File: src/hw/rtl/hwf_pkg.sv
package hwf_pkg;

  localparam int DEFAULT_BINS = 1024;

  localparam int PADDR_W  = 4;
  localparam int APB_DW   = 32;

  localparam int X_W      = 16;
  localparam int CNT_W    = 11;
  localparam int RECIP_W  = 24;
  localparam int FRAC_W   = 16;
  localparam int WEIGHT_W = 16;
  localparam int BIDX_W   = 10;
  localparam int VAL_W    = 48;
  localparam int ENT_W    = 32;
  localparam int ENTRY_W  = VAL_W + ENT_W;
  localparam int PROD_W   = X_W + RECIP_W;
  localparam int BIN_W    = PROD_W - FRAC_W;

  localparam logic [X_W-1:0]     X_MIN_RST       = 16'd0;
  localparam logic [X_W-1:0]     X_MAX_RST       = 16'd65535;
  localparam logic [CNT_W-1:0]   BIN_COUNT_RST   = 11'd1024;
  localparam logic [RECIP_W-1:0] WIDTH_RECIP_RST = 24'd1024;

  localparam logic signed [VAL_W-1:0] VAL_MAX = {1'b0, {(VAL_W-1){1'b1}}};
  localparam logic signed [VAL_W-1:0] VAL_MIN = {1'b1, {(VAL_W-1){1'b0}}};
  localparam logic [ENT_W-1:0]        ENT_MAX = '1;

  typedef enum logic [1:0] {
    REG_X_MIN,
    REG_X_MAX,
    REG_BIN_COUNT,
    REG_WIDTH_RECIP
  } hwf_reg_t;

  typedef enum logic [1:0] {
    REQ_FILL_SAMPLE,
    REQ_FILL_BIN,
    REQ_READ_BIN,
    REQ_CLEAR
  } hwf_req_type_t;

  typedef enum logic [1:0] {
    ST_OK,
    ST_UNDER,
    ST_OVER,
    ST_BAD_INDEX
  } hwf_status_t;

  typedef enum logic [2:0] {
    S_CLEAR,
    S_IDLE,
    S_MUL,
    S_ADDR,
    S_MOD,
    S_DONE
  } hwf_state_t;

  typedef struct packed {
    logic [X_W-1:0]     x_min;
    logic [X_W-1:0]     x_max;
    logic [CNT_W-1:0]   bin_count;
    logic [RECIP_W-1:0] width_recip;
  } hwf_cfg_t;

  typedef struct packed {
    logic [1:0]                 req_type;
    logic [X_W-1:0]             sample;
    logic signed [WEIGHT_W-1:0] weight;
    logic [BIDX_W-1:0]          bin_index;
  } hwf_req_t;

  typedef struct packed {
    logic [1:0]              status;
    logic [BIDX_W-1:0]       bin_hit;
    logic signed [VAL_W-1:0] bin_value;
    logic [ENT_W-1:0]        bin_entries;
    logic signed [VAL_W-1:0] total_sum;
    logic signed [VAL_W-1:0] min_value;
    logic signed [VAL_W-1:0] max_value;
    logic [ENT_W-1:0]        underflow_count;
    logic [ENT_W-1:0]        overflow_count;
  } hwf_rsp_t;

endpackage

File: src/hw/rtl/hwf_binner.sv
module hwf_binner #(
  parameter int  BINS = hwf_pkg::DEFAULT_BINS,
  localparam int IW   = (BINS > 1) ? $clog2(BINS) : 1
) (
  input  logic                      clk,
  input  logic                      mul_en,
  input  logic [hwf_pkg::X_W-1:0]   sample,
  input  hwf_pkg::hwf_cfg_t         cfg,
  input  logic [IW-1:0]             last_bin,
  output logic [IW-1:0]             idx
);
  import hwf_pkg::*;

  logic [X_W-1:0]    offset;
  logic [PROD_W-1:0] product;
  logic [BIN_W-1:0]  raw_bin;

  assign offset = sample - cfg.x_min;

  always_ff @(posedge clk) begin
    if (mul_en) begin
      product <= PROD_W'(offset) * PROD_W'(cfg.width_recip);
    end
  end

  assign raw_bin = product[PROD_W-1:FRAC_W];

  always_comb begin
    if (raw_bin > BIN_W'(last_bin)) begin
      idx = last_bin;
    end else begin
      idx = raw_bin[IW-1:0];
    end
  end

endmodule

File: config.mk
export PLATFORM = sky130hd
export DESIGN_NAME = hwf_binner
export DESIGN_NICKNAME = d
export VERILOG_FILES = /design/src/hw/rtl/hwf_pkg.sv /design/src/hw/rtl/hwf_binner.sv
export SDC_FILE = /design/constraint.sdc
export NUM_CORES = 1
export LEC_CHECK = 0
export ABC_AREA = 1
export BUFFER_PORTS_ARGS = -buffer_cell sky130_fd_sc_hd__buf_2
export CAP_MARGIN = 20
export CORE_MARGIN = 2
export CORE_UTILIZATION = 45
export DETAILED_ROUTE_END_ITERATION = 7
export SYNTH_ARGS = -nofsm -noshare
export SYNTH_HDL_FRONTEND = slang
export SYNTH_SLANG_ARGS = --single-unit
File: constraint.sdc
create_clock -name clk -period 6.35 [get_ports clk]
set_input_delay 0.3175 -clock clk [delete_from_list [all_inputs] [get_ports clk]]
set_output_delay 0.3175 -clock clk [all_outputs]
set_load 0.01 [all_outputs]
# Yosys cells after proc, flatten, opt, wreduce, memory -nomap -nowiden
# Cells that the tools add are included.
word_totals:
  register_bits: 40
  in_bits: 95
  out_inout_bits: 10
  wordCells: 5
op_classes:
  add_sub_neg: 1
  n_mul: 1
  n_lt_le_gt_ge: 1
  mux: 1
ops:
  columns: ["op", "n"]
  rows:
  - ["$mul A16 B24 Y40", 1]
  - ["$gt A24 B10 Y1", 1]
  - ["$sub A16 B16 Y16", 1]
  - ["$mux W10", 1]

# Depth between registers and ports, before layout
depth:
  depth_word: 2
  mapped_depth: 39
  ltp_nobuf: 38

# Worst setup path after synthesis
# OpenSTA, ideal clock, no wires.
synth_timing:
  path_kind: "input port to flip-flop"
  start: "input port sample[0] (netlist name)"
  end: "register product[34], data pin"
  path_stages: 35
  n_path_buf: 1
  path_slack_ns: -0.129
  setup_ns: 0.252
  t_arrival_ns: 6.227
  t_required_ns: 6.098
  path_cell_list: "inv_1 ha_1 inv_1 fa_1 nand3_1 nand2_2 nand2_2 nand2_2 nand2_2 nand2_4 nand3_2 nand2_1 or2_4 nand2_4 buf_12 nor2_2 fa_1 inv_1 fa_1 inv_1 fa_1 fa_1 fa_1 inv_1 fa_1 inv_1 ha_1 a21o_1 o21bai_1 a21oi_1 nor2_1 nor3_1 nand2_1 nand2_1 nand2_1"
synth_between:
  elab_chain_cells: 2
synth_lines:
  columns: ["element", "line", "rtl"]
  rows:
  - ["start: declaration", "hwf_binner.sv:7", "input logic [hwf_pkg::X_W-1:0] sample,"]
  - ["$sub A16 B16 Y16", "hwf_binner.sv:18", "assign offset = sample - cfg.x_min;"]
  - ["$mul A16 B24 Y40", "hwf_binner.sv:22", "product <= PROD_W'(offset) * PROD_W'(cfg.width_recip);"]
  - ["end signal: assignment", "hwf_binner.sv:22", null]
  - ["end: declaration", "hwf_binner.sv:15", "logic [PROD_W-1:0] product;"]
# Every way passes these cells.
# A chain may end at the register's enable or synchronous reset.

# Worst setup path after layout
layout_timing:
  start: "input port sample[0] (netlist name)"
  end: "register product[19], data pin"
# The elaborated chain is that of the path after synthesis.

==> summary.md <==
| Metric | Value |
|---|---|
| YS warnings | 0 |
| Crit path kind | in -> reg |
| Die area | 34600 sq um |
| GRT Overall Usage | 26.2% |
| CP startpoint | sample[0] |
| FF/Latch Area | 721 sq um |
| DP HPWL | 36800 microns |
| Most frequent cells in the layout | inv_1, nand2_1, fa_1 |
| Max reg flops | 24 |
| Port bufs | 77 |
| Worst path required time | 6350 ps |
| CTS tree | done |
| Slowest stage delay, CP | 570 ps |
| Final WL | 43600 microns |
| Placer Congestion | 0.919 |
| DRC Markers | 0 |
| Slew headroom | 65.4% |
| Sequential-to-total area share from yosys stat | 4.83% |
| Average size of a mapped cell | 7.87 sq um |
| Worst setup path end | product[19] |
| Most used cell along the critical path | nand2_2 |
| Most common cell after layout, fill and taps aside | inv_1 |
| Max Buffers Root-to-Sink | 2 |
| Mapped cell area | 14900 sq um |
| First-pass GRT wire length | 69700 microns |
| Placeable Area | 32600 sq um |
| Violations in the final reports | negative setup slack |
| HP Class | in -> reg |
| Fin crit share | 101% |
| Worst EP arrival | 6420 ps |
| Crit path max fanout | 6 |
| DR WL/cell | 17.0 microns |
| Cell variety after synth | 49 |
| Max-slew violations | 0 |
| Hold WS | 572 ps |
| Filler cell count | 2988 |
| H-tree levels | 1 |
| Vias in the first global route | 13.7k |
| Initial Util | 45.7% |
| Final hold violations | 0 |
| Multi-input logic area | 13300 sq um |
| Worst Setup Slack, final | -63.5 ps |
| Clock Tree Root | clkbuf_16 |
| Worst Tran Pin Value | 519 ps |
| Maxcap violations | 0 |
| Final Critical Period | 6410 ps |
| Top reg by flops | product |
| Mapped Nets | 2432 |
| Post-Route Setup TNS | -257 ps |
| Startpoint Class | input port |
| ANT nets after route | 0 |
| Area Growth Syn to Fin | 24.8% |
| Pin count of the biggest net entering global routing | 25 |
| Drt initial violations | 677 |
| Drt first pass iters | 8 |
| RSZ-0062 raised after global routing | true |
| Die W | 186 microns |
| CP Capture Type | flip-flop |
| Hold Buf Count CTS | 0 |
| Slowest stage cell on the critical path | fa_2 |
| Global route total overflow | 0 |
| Number of core rows | 66 |
| Total CTS buffers | 3 |
| Share of layout cells above drive strength 1 | 28.8% |
| # setup viols final | 10 |
| Syn Inst Count | 1896 |
| F_max | 0.156 GHz |
| I/O pins | 105 |
| Core Util, Final | 57.1% |
| Vias per cell | 5.08 |
| Clock slew at reported path FFs | 60 ps |
| Outcome | complete, but fails checks |
| Die height | 186 microns |
| Via count | 13.0k |
| Biggest regs | product: 24 flops |
| Clock Sinks | 24 |
| Initial antenna violation count | 1 |
| Fin nets | 2661 |
| FF+latch count, synth | 24 |
==> stage by stage <==
step,cell area [sq um],instances,setup slack [ps]
detailed placement,17000,2537,-653
CTS,17800,2548,0.980
floorplan,14900,1896,4.53
global route,18600,2566,-325
global placement,17000,2537,-670
finish,18600,2568,-63.5
==> synthesized netlist by cell type, drive strengths merged <==
library cell	instances	share of area, %
a21boi	2	0.10
a21o	7	0.35
a21oi	70	2.7
a31oi	3	0.13
and3	2	0.084
buf	26	1.4
clkbuf	31	0.78
clkinv	2	0.050
edfxtp	24	4.8
fa	306	41
ha	135	11
inv	497	13
nand2	379	10
nand3	126	4.5
nand3b	2	0.18
nand4	6	0.35
nor2	189	5.4
nor3	13	0.50
nor4	6	0.25
o21a	6	0.30
o21ai	31	1.2
o21bai	6	0.30
o221ai	1	0.059
o311ai	1	0.059
o31ai	1	0.050
or2	6	0.27
xnor2	4	0.23
xor2	14	0.82
==> area by class of cell <==
type | count | area share (%)
multi-input combinational | 1316 | 71.3
timing repair buffer | 280 | 11.1
inverter | 499 | 10.1
sequential | 24 | 3.87
tap | 442 | 2.97
clock buffer | 3 | 0.403
clock inverter | 1 | 0.161
timing repair inverter | 1 | 0.0336
antenna | 2 | 0.0269
==> critical path, delay by kind of cell <==
kind | cells | cell delay [ps]
buffers and inverters | 9 | 700
adder cells (fa/ha/maj) | 9 | 3570
AO/OA/AOI/OAI | 3 | 570
XOR/XNOR | 1 | 130
AND/OR/NAND/NOR | 12 | 1120
==> layer usage <==
layer  global-route usage (%)  wire [microns]
met3                     3.42            2620
met4                     9.61            1900
met1                     33.8           17900
met2                     45.0           21200
met5                        0               0
==> cells by family after synthesis <==
family          share of synthesized area (%)
flops                                    4.83
compound gates                           5.24
buf+inv                                  14.7
xor+xnor                                 1.06
simple gates                             21.8
fa+ha+maj                                52.4
==> repair_timing <==
action	in CTS	in global routing
pin swaps	46	67
setup endpoints to repair	24	24
resized for setup	149	182
setup buffers	6	18
cloned	1	0
==> worst min path at each step <==
| stage | from | depth (start not counted) | to | slack, ps |
|---|---|---|---|---|
| floorplan | mul_en | 0 | product[16] | 430 |
| CTS | mul_en | 1 | product[37] | 570 |
| finish | mul_en | 1 | product[19] | 570 |
| global route | mul_en | 1 | product[28] | 590 |
| global placement | mul_en | 1 | product[17] | 840 |
| detailed placement | mul_en | 1 | product[16] | 840 |
Power is left out: the tool's default activity adds up to more than one toggle a clock period on the data nets, which glitch-free logic cannot reach.
