===== src/hw/rtl/hwf_pkg.sv =====
package hwf_pkg;

  localparam int DEFAULT_BINS = 1024;

  localparam int PADDR_W  = 4;
  localparam int APB_DW   = 32;

  localparam int X_W      = 16;
  localparam int CNT_W    = 11;
  localparam int RECIP_W  = 24;
  localparam int FRAC_W   = 16;
  localparam int WEIGHT_W = 16;
  localparam int BIDX_W   = 10;
  localparam int VAL_W    = 48;
  localparam int ENT_W    = 32;
  localparam int ENTRY_W  = VAL_W + ENT_W;
  localparam int PROD_W   = X_W + RECIP_W;
  localparam int BIN_W    = PROD_W - FRAC_W;

  localparam logic [X_W-1:0]     X_MIN_RST       = 16'd0;
  localparam logic [X_W-1:0]     X_MAX_RST       = 16'd65535;
  localparam logic [CNT_W-1:0]   BIN_COUNT_RST   = 11'd1024;
  localparam logic [RECIP_W-1:0] WIDTH_RECIP_RST = 24'd1024;

  localparam logic signed [VAL_W-1:0] VAL_MAX = {1'b0, {(VAL_W-1){1'b1}}};
  localparam logic signed [VAL_W-1:0] VAL_MIN = {1'b1, {(VAL_W-1){1'b0}}};
  localparam logic [ENT_W-1:0]        ENT_MAX = '1;

  typedef enum logic [1:0] {
    REG_X_MIN,
    REG_X_MAX,
    REG_BIN_COUNT,
    REG_WIDTH_RECIP
  } hwf_reg_t;

  typedef enum logic [1:0] {
    REQ_FILL_SAMPLE,
    REQ_FILL_BIN,
    REQ_READ_BIN,
    REQ_CLEAR
  } hwf_req_type_t;

  typedef enum logic [1:0] {
    ST_OK,
    ST_UNDER,
    ST_OVER,
    ST_BAD_INDEX
  } hwf_status_t;

  typedef enum logic [2:0] {
    S_CLEAR,
    S_IDLE,
    S_MUL,
    S_ADDR,
    S_MOD,
    S_DONE
  } hwf_state_t;

  typedef struct packed {
    logic [X_W-1:0]     x_min;
    logic [X_W-1:0]     x_max;
    logic [CNT_W-1:0]   bin_count;
    logic [RECIP_W-1:0] width_recip;
  } hwf_cfg_t;

  typedef struct packed {
    logic [1:0]                 req_type;
    logic [X_W-1:0]             sample;
    logic signed [WEIGHT_W-1:0] weight;
    logic [BIDX_W-1:0]          bin_index;
  } hwf_req_t;

  typedef struct packed {
    logic [1:0]              status;
    logic [BIDX_W-1:0]       bin_hit;
    logic signed [VAL_W-1:0] bin_value;
    logic [ENT_W-1:0]        bin_entries;
    logic signed [VAL_W-1:0] total_sum;
    logic signed [VAL_W-1:0] min_value;
    logic signed [VAL_W-1:0] max_value;
    logic [ENT_W-1:0]        underflow_count;
    logic [ENT_W-1:0]        overflow_count;
  } hwf_rsp_t;

endpackage


===== src/hw/rtl/hwf_apb_regs.sv =====
module hwf_apb_regs (
  input  logic                         clk,
  input  logic                         rst,
  input  logic                         psel,
  input  logic                         penable,
  input  logic                         pwrite,
  input  logic [hwf_pkg::PADDR_W-1:0]  paddr,
  input  logic [hwf_pkg::APB_DW-1:0]   pwdata,
  output logic [hwf_pkg::APB_DW-1:0]   prdata,
  output logic                         pready,
  output hwf_pkg::hwf_cfg_t            cfg
);
  import hwf_pkg::*;

  hwf_reg_t sel;
  logic     wr;

  assign sel    = hwf_reg_t'(paddr[PADDR_W-1:2]);
  assign wr     = psel && penable && pwrite;
  assign pready = 1'b1;

  always_ff @(posedge clk) begin
    if (rst) begin
      cfg.x_min       <= X_MIN_RST;
      cfg.x_max       <= X_MAX_RST;
      cfg.bin_count   <= BIN_COUNT_RST;
      cfg.width_recip <= WIDTH_RECIP_RST;
    end else if (wr) begin
      unique case (sel)
        REG_X_MIN:       cfg.x_min       <= pwdata[X_W-1:0];
        REG_X_MAX:       cfg.x_max       <= pwdata[X_W-1:0];
        REG_BIN_COUNT:   cfg.bin_count   <= pwdata[CNT_W-1:0];
        REG_WIDTH_RECIP: cfg.width_recip <= pwdata[RECIP_W-1:0];
      endcase
    end
  end

  always_comb begin
    unique case (sel)
      REG_X_MIN:       prdata = APB_DW'(cfg.x_min);
      REG_X_MAX:       prdata = APB_DW'(cfg.x_max);
      REG_BIN_COUNT:   prdata = APB_DW'(cfg.bin_count);
      REG_WIDTH_RECIP: prdata = APB_DW'(cfg.width_recip);
    endcase
  end

endmodule


===== config.mk =====
export PLATFORM = sky130hd
export DESIGN_NAME = hwf_apb_regs
export DESIGN_NICKNAME = d
export VERILOG_FILES = /design/src/hw/rtl/hwf_pkg.sv /design/src/hw/rtl/hwf_apb_regs.sv
export SDC_FILE = /design/constraint.sdc
export NUM_CORES = 1
export LEC_CHECK = 0
export ABC_AREA = 0
export BUFFER_PORTS_ARGS = -buffer_cell sky130_fd_sc_hd__buf_2
export CAP_MARGIN = 20
export CORE_ASPECT_RATIO = 1.4
export CORE_MARGIN = 2
export CORE_UTILIZATION = 52
export CTS_BUF_LIST = sky130_fd_sc_hd__clkbuf_4 sky130_fd_sc_hd__clkbuf_8 sky130_fd_sc_hd__clkbuf_16
export CTS_CLUSTER_DIAMETER = 120
export DETAILED_ROUTE_END_ITERATION = 7
export HOLD_SLACK_MARGIN = 0.08
export PLACE_DENSITY = 0.91
export REMOVE_ABC_BUFFERS = 1
export SKIP_LAST_GASP = 1
export SYNTH_ARGS = -nofsm -noshare
export SYNTH_HDL_FRONTEND = slang
export SYNTH_SLANG_ARGS = --single-unit

===== constraint.sdc =====
create_clock -name clk -period 4.8 [get_ports clk]
set_input_delay 1.44 -clock clk [delete_from_list [all_inputs] [get_ports clk]]
set_output_delay 1.44 -clock clk [all_outputs]
set_load 0.02 [all_outputs]

== Word-level counts from Yosys, hierarchy flattened ==
Index checks and enable logic that the tools add are counted.

* Output and inout bits: 100
* Input bits: 41
* Bits in registers: 67
* Logic and storage cells: 15

* Equality and inequality tests: 3
* Reduce and logical (&&, ||, !) cells: 7
* Multiplexer cells: 1

{| class="wikitable"
|+ Operator list
! cell !! number
|-
| case mux 32 bit (4 select lines) || 1
|-
| AND reduction 2 bit || 4
|-
| equality test 2 bit (second input constant) || 2
|-
| equality test 2 x 1 -> 1 bit (second input constant) || 1
|-
| logical AND 1 bit || 2
|-
| logical NOT 2 bit || 1
|}

== Longest topological paths before layout ==
* Depth in word-level cells: 3
* Depth in mapped cells: 5
* Gate-level depth less buffers: 3

== Least setup slack after synthesis ==
OpenSTA, ideal clock, no wires.

* Path type: input to output
* From: input port paddr[3] (netlist bit)
* To: output port prdata[11] (netlist bit)
* Path slack: 943 ps
* Data arrival time: 2,417 ps
* Stages: 4
* Path buffers: 3
* Data required time: 3,360 ps
* Cell sequence: buf_4 buf_6 clkbuf_1 o21ai_0

* Word-level cells in the longest chain between the ends: 2
* Elaborated cells between the ends (all ways): 5
* Classes of those cells: eq/ne: 3; mux: 1; reduce/logical: 1

{| class="wikitable"
|+ Ends and longest elaborated chain
! what !! line !! text
|-
| start: declaration || hwf_apb_regs.sv:7 || <nowiki>input logic [hwf_pkg::PADDR_W-1:0] paddr,</nowiki>
|-
| equality test 2 bit (tied with other cells) || hwf_apb_regs.sv:39 || <nowiki>unique case (sel)</nowiki>
|-
| case mux 32 bit (4 select lines) (*) || hwf_apb_regs.sv:39 ||
|-
| end: declaration || hwf_apb_regs.sv:9 || <nowiki>output logic [hwf_pkg::APB_DW-1:0] prdata,</nowiki>
|}

Mark *: on every way between the ends. The rest lies on a longest branch, timed or not. The select of a mux whose other input is x is not followed.

== Final worst setup path ==
* From: input port paddr[3] (netlist bit)
* To: output port prdata[15] (netlist bit)

Same word-level chain as after synthesis.

==> reports/qor.txt <==
IO buf count = 121
Number of flip-flops in the largest register = 67
CTS Buffer Depth = 2
Unique cell type count in the Yosys netlist = 27
Placed instance area = 3860 sq um
# DRC = 0
Cells after synthesis = 347
Maximum VDD drop = 0.174 mV
Crit Path Max Fanout = 27
# fillers = 509
Layout Utilization = 65.6%
Biggest register = cfg
Synth area leaders = dfxtp_1 40%, mux2i_1 15%, nand2b_1 7.9%
Post-synthesis sequential area ratio = 40.5%
Met2 Use GR = 41.1%
P&R area growth vs syn = 22.1%
Crit path DAT = 2.73 ns
Depth of the CTS H-tree = 3
Antenna violations before repair = 0
Largest net degree at the start of global routing = 88
CP Capture Type = output pin
Worst hold path type = register to register
First drt pass iteration count = 4
Layout cells sized above 1 = 34.8%
PwrDens = 274 nW/um^2
Top Usage Layer GRT = met2
WP data required = 3.36 ns
Met1 usage = 25.2%
Row cnt = 34
Worst Setup SP = paddr[3]
Starting DRT DRC Count = 119
Synth Register Bits = 67
ANT nets after route = 0
Relative slew slack = 56.7%
Ant diodes = 0
Initial core utilization = 53.7%
Root Driver = clkbuf_8
Die width = 71.5 um
DIE HEIGHT = 98.4 um
Hpwl dp = 5460 um
Setup TNS = 0 ns
Clock skew = 0 ns
# hold bufs at CTS = 0
Buffers inserted by post-CTS timing repair = 0
Mean Syn Cell Area = 9.54 sq um
Startpoint Class = input port
Final Cycle Share = 86.9%
Setup CP Type = input port to output pin
Hold path start = cfg[60]$_SDFFE_PP0P_
Final Cell Area = 4050 sq um
Cell accounting for the most synthesized area = dfxtp_1
Least-Margin Pin Slew = 0.649 ns
# setup viols final = 0
Total die area = 7030 sq um
Multi-input logic area = 1740 sq um
Max-cap violation count = 0
Launching point of the worst reg2reg path = cfg[14]$_SDFFE_PP0P_
Final cell count without fillers = 532
GR met3 Demand/Resource = 5.01%
Worst-Skew Late Latency = 0.32 ns
Vias per Instance = 5.29
Yosys top cell area share = 40.5%
Tmin final = 4.17 ns
CTS tree = done
Biggest regs = cfg x67
Outcome = finished clean
Resized Gates After CTS = 0
Drt total wl = 7920 um
RSZ-0062 raised after global routing = no
Vias in the first global route = 2638
Core box area = 6170 sq um
Clock sinks = 67
Via count = 2815
Synth warn = 0
GR Util All Layers = 22.2%
Reg clk slew, reported paths = 0.07 ns
Grt ovf = 0
P_leak = 1.91 nW
FMAX = 240 MHz
FF/Latch Area = 1340 sq um
Routability cong. = 0.779
First-pass GRT wire length = 12400 um
Inserted Clock Buffers = 9
Slew Limit Fails = 0
NumNets Final = 497
Placed cells = 516
Routed WL per cell = 14.9 um
Mapped Area = 3310 sq um
Hold WS = 0.487 ns
IO Count = 141
Final hold vios = 0
[report_power, final]
part | internal, mW | switching [mW]
combinational | 0.0530 | 0.0845
clock | 0.208 | 0.196
sequential | 0.563 | 0.00517
total | 0.824 | 0.286
[through the flow]
step           power, mW  worst slack, ns
2_1_floorplan      0.653             1.33
3_3_place_gp       0.713            0.651
3_5_place_dp       0.717            0.633
4_1_cts             1.12            0.630
5_1_grt             1.15            0.528
6_report            1.11            0.630
[per-layer routing]
metal / vias to the layer above / routed length [um]
li1: 1378 / -
met1: 1345 / 3260
met2: 88 / 4210
met3: 4 / 389
met4: 0 / 51
met5: - / 0
[synth_stat cells]
cell,number
buf_4,11
buf_6,6
buf_2,4
or3_4,1
clkbuf_2,1
inv_1,8
nand2b_1,42
or2_1,1
nor2b_1,15
conb_1,2
dfxtp_1,67
nor3b_2,1
nor2_1,34
nor3_4,1
nor3b_4,1
clkbuf_1,16
and2_1,1
or3b_1,1
mux4_2,11
and3_1,8
a21oi_1,8
nand3_4,1
nand2_1,6
mux2i_1,49
o21ai_1,2
or3_1,8
o21ai_0,41
[critical path, cell delays in order]
cell and delay, ns:
buf_2 0.51, and2_1 0.38, nand2_1 0.08, o21ai_0 0.10, buf_2 0.21
[placed cells by master, fill, tap and decap left out, types with 2 or more instances in the layout]
cell        n
buf_2     121
dfxtp_1    67
mux2i_1    49
nand2b_1   42
o21ai_0    41
nor2_1     34
nor2b_1    15
mux4_2     11
clkbuf_8   10
conb_1      9
and3_1      8
inv_1       8
or3_1       8
a21oi_1     8
buf_4       7
nand2_1     6
clkinv_2    3
nor3b_4     2
o21ai_1     2
clkbuf_4    2
[final timing paths]
kind	to	slack, ns	depth (start not counted)
worst min register to register	cfg[60]$_SDFFE_PP0P_	0.49	2
worst max register to register	cfg[14]$_SDFFE_PP0P_	3.98	3
worst min-delay path	cfg[60]$_SDFFE_PP0P_	0.49	2
worst max-delay path	prdata[15]	0.63	5
[cells by family after synthesis]
kind of cell           Yosys count  share of synthesized area (%)
AOI/OAI and AO/OA               51                           7.71
buffers and inverters           46                           8.01
DFF                             67                           40.5
muxes                           60                           22.3
other                            2                          0.227
and+or+nand+nor                121                           21.3
[layout make-up]
cell class	count	area share [%]
Multi-Input combinational cell	241	43.0
Clock inverter	3	0.371
Timing Repair Buffer	129	16.8
Tap cell	72	2.23
Clock buffer	12	3.77
Sequential cell	67	33.2
Inverter	8	0.742
No activity file was read; power rests on OpenSTA's default activity.
